## src/rtl/fpa_pkg.sv

```systemverilog
// shared types and constants for the q24.8 fixed-point alu
// no dependencies
`default_nettype none

package fpa_pkg;

	localparam int WORD_BITS = 32;

	typedef enum logic [3:0] {
		OP_ADD  = 4'd0,
		OP_SUB  = 4'd1,
		OP_MUL  = 4'd2,
		OP_DIV  = 4'd3,
		OP_LT   = 4'd4,
		OP_GT   = 4'd5,
		OP_LE   = 4'd6,
		OP_GE   = 4'd7,
		OP_EQ   = 4'd8,
		OP_NE   = 4'd9,
		OP_MIN  = 4'd10,
		OP_MAX  = 4'd11,
		OP_INC  = 4'd12,
		OP_DEC  = 4'd13,
		OP_FROM = 4'd14,
		OP_TOI  = 4'd15
	} op_t;

	typedef struct packed {
		logic [3:0]                  opcode;
		logic signed [WORD_BITS-1:0] operand_a;
		logic signed [WORD_BITS-1:0] operand_b;
	} req_t;

	typedef struct packed {
		logic signed [WORD_BITS-1:0] result_value;
		logic                        compare_true;
		logic                        overflow;
		logic                        divide_by_zero;
	} rsp_t;

	// per-item context that rides along the divider chain
	typedef struct packed {
		logic                 is_mul;
		logic                 is_div;
		logic                 neg;
		logic [WORD_BITS-1:0] mb;
		logic [WORD_BITS-1:0] res;
		logic                 cmp;
		logic                 ov;
		logic                 dz;
	} ctx_t;

	localparam logic [WORD_BITS-1:0] SAT_POS = {1'b0, {(WORD_BITS-1){1'b1}}};
	localparam logic [WORD_BITS-1:0] SAT_NEG = {1'b1, {(WORD_BITS-1){1'b0}}};

endpackage

`default_nettype wire

```

## src/rtl/fpa_cell.sv

```systemverilog
// one restoring-division cell: takes one numerator bit, yields one quotient bit
// depends on fpa_pkg
`default_nettype none

module fpa_cell #(
	parameter int FRAC_BITS = 8
) (
	input  wire                                          clk,
	input  wire                                          arst_n,
	input  wire                                          en,
	input  wire                                          in_valid,
	input  fpa_pkg::ctx_t                                in_ctx,
	input  wire [fpa_pkg::WORD_BITS-1:0]                 in_rem,
	input  wire [fpa_pkg::WORD_BITS+FRAC_BITS-1:0]       in_nq,
	output logic                                         out_valid,
	output fpa_pkg::ctx_t                                out_ctx,
	output logic [fpa_pkg::WORD_BITS-1:0]                out_rem,
	output logic [fpa_pkg::WORD_BITS+FRAC_BITS-1:0]      out_nq
);
	import fpa_pkg::*;

	localparam int NB = WORD_BITS + FRAC_BITS;

	logic [WORD_BITS:0]   trial;
	logic                 ge;
	logic [WORD_BITS:0]   diff;
	logic [WORD_BITS-1:0] rem_d;

	always_comb begin
		trial = {in_rem, in_nq[NB-1]};
		ge    = trial >= {1'b0, in_ctx.mb};
		diff  = trial - {1'b0, in_ctx.mb};
		rem_d = ge ? diff[WORD_BITS-1:0] : trial[WORD_BITS-1:0];
	end

	always_ff @(posedge clk or negedge arst_n) begin
		if (!arst_n) begin
			out_valid <= 1'b0;
		end else if (en) begin
			out_valid <= in_valid;
		end
	end

	always_ff @(posedge clk) begin
		if (en) begin
			out_ctx <= in_ctx;
			out_rem <= rem_d;
			out_nq  <= {in_nq[NB-2:0], ge};
		end
	end

endmodule

`default_nettype wire

```

## config.mk

```make
export PLATFORM = sky130hd
export DESIGN_NAME = fpa_cell
export DESIGN_NICKNAME = d
export VERILOG_FILES = /design/src/rtl/fpa_pkg.sv /design/src/rtl/fpa_cell.sv
export SDC_FILE = /design/constraint.sdc
export NUM_CORES = 1
export LEC_CHECK = 0
export ABC_AREA = 1
export BUFFER_PORTS_ARGS = -buffer_cell sky130_fd_sc_hd__buf_4
export CAP_MARGIN = 10
export CORE_ASPECT_RATIO = 1.75
export CORE_MARGIN = 2
export CORE_UTILIZATION = 50
export CTS_BUF_LIST = sky130_fd_sc_hd__clkbuf_16
export CTS_CLUSTER_DIAMETER = 80
export DETAILED_ROUTE_END_ITERATION = 8
export PLACE_DENSITY = 0.86
export SYNTH_ARGS = -nofsm -noshare
export SYNTH_HDL_FRONTEND = slang
export SYNTH_SLANG_ARGS = --single-unit
```

## constraint.sdc

```tcl
create_clock -name clk -period 0.8 [get_ports clk]
set_input_delay 0.12 -clock clk [delete_from_list [all_inputs] [get_ports clk]]
set_output_delay 0.12 -clock clk [all_outputs]
set_load 0.005 [all_outputs]
```

==> results of run 1 <==
cells by family after synthesis:
| logic type | share of synthesized area |
|---|---|
| AO/OA/AOI/OAI | 0.01744 |
| AND/OR/NAND/NOR | 0.2464 |
| multiplexers | 0.001509 |
| XOR/XNOR | 0.01644 |
| flip-flops | 0.5749 |
| buffers and inverters | 0.08704 |
| adder cells (fa/ha/maj) | 0.05635 |
through the flow:
stage               TNS [ns]  std cells    util  worst slack, ns
CTS                   -59.42       1534  0.9296          -0.6524
detailed placement    -45.78       1372  0.7506           -1.300
global placement      -45.26       1372  0.7506           -1.255
floorplan             -27.12        791       -          -0.8320
per-layer routing:
metal / GRT usage / overflow
met2: 1.305 / 1011
met5: 0.3368 / 1
met4: 1.200 / 369
met3: 0.7105 / 9
met1: 0.8411 / 6
what timing repair did:
item	in CTS
hold buffers	112
buffers inserted	16
pin swaps	42
endpoints found under the hold margin	112
setup endpoints to repair	176
gates resized for setup	222
gates cloned	3
==> flow_metrics.env, run 1 <==
export IMPL_status="did not finish"
export IMPL_haltStage="global routing (5_1_grt)"
export IMPL_stop_error="[ERROR GRT-0232] Routing congestion too high. Check the congestion heatmap in the GUI."
export IMPL_grt_max_degree=31
export IMPL_die_w_microns=96.34
export IMPL_cts_max_level=4
export IMPL_placedInstanceArea_sq_mm=0.01108
export IMPL_numPortBuffers=288
export IMPL_ys_warn_count=0
export IMPL_ys_seq_area_frac=0.5749
export IMPL_post_synth_cell_area_avg_sq_um=9.432
export IMPL_synth_ff_type="edfxtp_1"
export IMPL_gp_congestion=0.9622
export IMPL_rows=59
export IMPL_worst_endpoint="out_rem[5]$_DFFE_PP_/D"
export IMPL_ios=289
export IMPL_cts_made_buffers=17
export IMPL_yosys_top_cells_area="edfxtp_1, nand2_1, inv_1"
export IMPL_clockBufferDepth=2
export IMPL_synth_cell_types=28
export IMPL_yosysTopAreaCellShare=0.5715
export IMPL_ys_async_sr_fraction=0.006993
export IMPL_cts_root_buf="clkbuf_16"
export IMPL_synthTopCellsByCount="nand2_1, inv_1, edfxtp_1"
export IMPL_dpl_hpwl_microns=20490
export IMPL_grt_total_usage=0.9929
export IMPL_start_util=0.5053
export IMPL_grt_overflow=1396
export IMPL_synth_cells=791
export IMPL_mappedNetlistNets=970
export IMPL_synth_edf_count=142
export IMPL_synth_area_sq_mm=0.007461
export IMPL_yosys_area_top_type="edfxtp_1"
export IMPL_cts_sinks=143
export IMPL_yosysMostFrequentCell="nand2_1"
export IMPL_ys_ff_latch=143
export IMPL_worstEndpointType="register input"
export IMPL_die_h_microns=165.6
==> run 2, diff against run 1 <==
--- a/config.mk
+++ b/config.mk
@@ -8,13 +8,10 @@
 export ABC_AREA = 1
 export BUFFER_PORTS_ARGS = -buffer_cell sky130_fd_sc_hd__buf_4
 export CAP_MARGIN = 10
-export CORE_ASPECT_RATIO = 1.75
 export CORE_MARGIN = 2
-export CORE_UTILIZATION = 50
-export CTS_BUF_LIST = sky130_fd_sc_hd__clkbuf_16
-export CTS_CLUSTER_DIAMETER = 80
+export CORE_UTILIZATION = 39
 export DETAILED_ROUTE_END_ITERATION = 8
-export PLACE_DENSITY = 0.86
+export PLACE_DENSITY_LB_ADDON = 0.15
 export SYNTH_ARGS = -nofsm -noshare
 export SYNTH_HDL_FRONTEND = slang
 export SYNTH_SLANG_ARGS = --single-unit
==> run 2 against run 1 <==
The flow now finishes, with violations (negative setup slack). Synthesized area unchanged. Synthesized cell count unchanged.
==> flow_metrics.env, run 2 <==
export IMPL_power_density_mw_per_mm2=1716
export IMPL_regMostFlops="out_ctx"
export IMPL_yosys_top_cells_area="edfxtp_1, nand2_1, inv_1"
export IMPL_numPortBuffers=288
export IMPL_min_period_ns=1.505
export IMPL_synthTopCellsByCount="nand2_1, inv_1, edfxtp_1"
export IMPL_synth_area_sq_mm=0.007461
export IMPL_synth_edf_count=142
export IMPL_detailedRoute_firstIterationViolations=366
export IMPL_p_leak_nw=6.742
export IMPL_grt_pass1_wl_microns=42570
export IMPL_ys_async_sr_fraction=0.006993
export IMPL_r2r_cells=1
export IMPL_synth_ff_type="edfxtp_1"
export IMPL_ir_drop_v=0.001504
export IMPL_cts_tree="yes"
export IMPL_ant_nets=0
export IMPL_ys_ff_latch=143
export IMPL_power_frac_clock=0.330
export IMPL_skew_ns=0
export IMPL_synth_cell_types=28
export IMPL_rsz0062_at_grt="yes"
export IMPL_synth_cells=791
export IMPL_grt_pass1_vias=7695
export IMPL_hold_viol=0
export IMPL_rows=50
export IMPL_antenna_found_initial=0
export IMPL_die_h_microns=142.3
export IMPL_core_region_area_sq_mm=0.01877
export IMPL_clkLatencyLatePin_ns=0.42
export IMPL_cp_max_fo=8
export IMPL_cp_endpoint="out_rem[16]"
export IMPL_pwr_share_comb=0.286
export IMPL_cp_startpoint="in_rem[6]"
export IMPL_status="finished with violations"
export IMPL_start_util=0.3975
export IMPL_cts_made_buffers=17
export IMPL_area_delta_synth_final_pct=91.61
export IMPL_violations="negative setup slack"
export IMPL_r2r_slack_ns=0.02
export IMPL_drv_slew=0
export IMPL_final_cell_mix="buf_4, nand2_1, edfxtp_1"
export IMPL_largest_reg_flops=70
export IMPL_cts_sinks=143
export IMPL_mappedNetlistNets=970
export IMPL_drcViolationCount=0
export IMPL_hold_class="input port to register"
export IMPL_clockBufferDepth=2
export IMPL_cts_root_buf="clkbuf_16"
export IMPL_post_synth_cell_area_avg_sq_um=9.432
export IMPL_dpl_hpwl_microns=17910
export IMPL_max_cap_violations=0
export IMPL_crit_type="input port to register"
export IMPL_rr_endpoint="out_valid"
export IMPL_finalSetupTns_ns=-60.30
export IMPL_instances_no_fill=1591
export IMPL_clk_pin_slew_ns=0.07
export IMPL_num_vias=7679
export IMPL_swShare=0.2925
export IMPL_cp_start_kind="input port"
export IMPL_ys_warn_count=0
export IMPL_fin_nets=1523
export IMPL_ios=289
export IMPL_relSlewSlack=0.7778
export IMPL_final_common_cell="buf_4"
export IMPL_end_kind="register"
export IMPL_required_ns=0.98
export IMPL_reg_top3="out_ctx: 70 flops, out_nq: 40 flops, out_rem: 32 flops"
export IMPL_wire_per_inst_microns=18.53
export IMPL_yosysMostFrequentCell="nand2_1"
export IMPL_via_per_inst=4.827
export IMPL_crit_arrival_ns=1.68
export IMPL_grt_total_usage=0.2814
export IMPL_sequentialPowerShare=0.384
export IMPL_layout_drive_gt1_share=0.5026
export IMPL_grt_overflow=0
export IMPL_p_total_mw=24.53
export IMPL_wl_microns=29480
export IMPL_die_area_sq_mm=0.02025
export IMPL_cts_max_level=4
export IMPL_yosys_area_top_type="edfxtp_1"
export IMPL_power_switching_mw=7.176
export IMPL_gp_congestion=0.9101
export IMPL_regToRegStartpoint="out_valid"
export IMPL_ys_seq_area_frac=0.5749
export IMPL_num_antenna_cells=0
export IMPL_intPower_mw=17.35
export IMPL_tightestPinTransition_ns=0.3333
export IMPL_min_period_over_period=1.881
export IMPL_die_w_microns=142.3
export IMPL_grt_max_degree=32
export IMPL_firstDrtPassIters=5
export IMPL_max_freq_mhz=664.6
export IMPL_finalWorstSetupSlack_ns=-0.7047
export IMPL_yosysTopAreaCellShare=0.5715
export IMPL_setup_viol=176
export IMPL_dp_cells=1395
[run 2: cell counts after synthesis]
Identical to the previous run, type by type.
[run 2: power groups by stage]
stage	combinational [mW]	clock [mW]	sequential, mW
after global routing	7.53	8.55	9.47
after global placement	5.04	0	9.45
final	7.02	8.09	9.41
after detailed placement	5.09	0	9.46
after CTS	6.55	8.21	9.33
after floorplan	2.06	0	9.54
[run 2: cell type report]
cell class | instances | area (sq um)
timing repair buffer | 538 | 4902
fill | 1212 | 4472
clock inverter | 15 | 170.2
sequential | 143 | 4289
tap | 234 | 292.8
inverter | 150 | 590.6
clock buffer | 17 | 425.4
multi-input combinational | 494 | 3626
[run 2: kinds of logic (layout without fill, tap and decap cells)]
group	Yosys count	after routing	synth area share
AOI/OAI and AO/OA	25	25	0.01744
buffers and inverters	160	720	0.08704
muxes	1	1	0.001509
adders and majority gates	33	33	0.05635
and+or+nand+nor	415	421	0.2464
DFF	143	143	0.5749
xor gates and xnor gates	14	14	0.01644
[run 2: per-layer routing]
layer	up-vias	track usage	routed length, microns
met4	0	0.1157	1024
met1	3643	0.3216	11400
met2	308	0.5093	15350
li1	3665	-	-
met5	-	0	0
met3	63	0.06258	1711
[run 2: per-stage QoR]
stage / util / setup slack [ns] / instance area (sq um) / hold WS, ns
after CTS: 0.7405 / -0.6160 / 13900 / 0.002616
after floorplan: - / -0.8320 / 7786 / -0.1756
after global routing: 0.7617 / -0.7904 / 14300 / 0.01357
after detailed placement: 0.5807 / -1.265 / 10900 / -0.1015
final: 0.7617 / -0.7047 / 14300 / 0.01787
after global placement: 0.5807 / -1.224 / 10900 / -0.1048
[run 2: timing repair]
action                                  4_1_cts  5_1_grt
gates resized for setup                     226       87
endpoints found under the hold margin       114        0
cloned                                        9        1
endpoints found under the setup margin      176      176
buffers inserted                             32        8
hold buffers                                115        0
pin swaps                                    67       29
[run 2: critical path: stages]
cell and delay, ns:
buf_4 0.13, ha_4 0.29, nand2_2 0.08, nor2_4 0.16
nand2_1 0.11, nor3_2 0.14, nand2_2 0.07, nand2_2 0.08
nor2_4 0.05, buf_6 0.15, clkbuf_16 0.17, nand3_1 0.08
nand2_1 0.05
[run 2: worst min path at each step]
stage	from	to	slack, ns	cells past startpoint
floorplan	arst_n	out_valid	-0.18	0
global placement	arst_n	out_valid	-0.10	1
detailed placement	arst_n	out_valid	-0.10	1
CTS	in_rem[25]	out_rem[26]	0.003	3
global route	in_rem[4]	out_rem[5]	0.01	3
finish	in_rem[3]	out_rem[4]	0.02	3
Power figures use the tool's default switching activity.
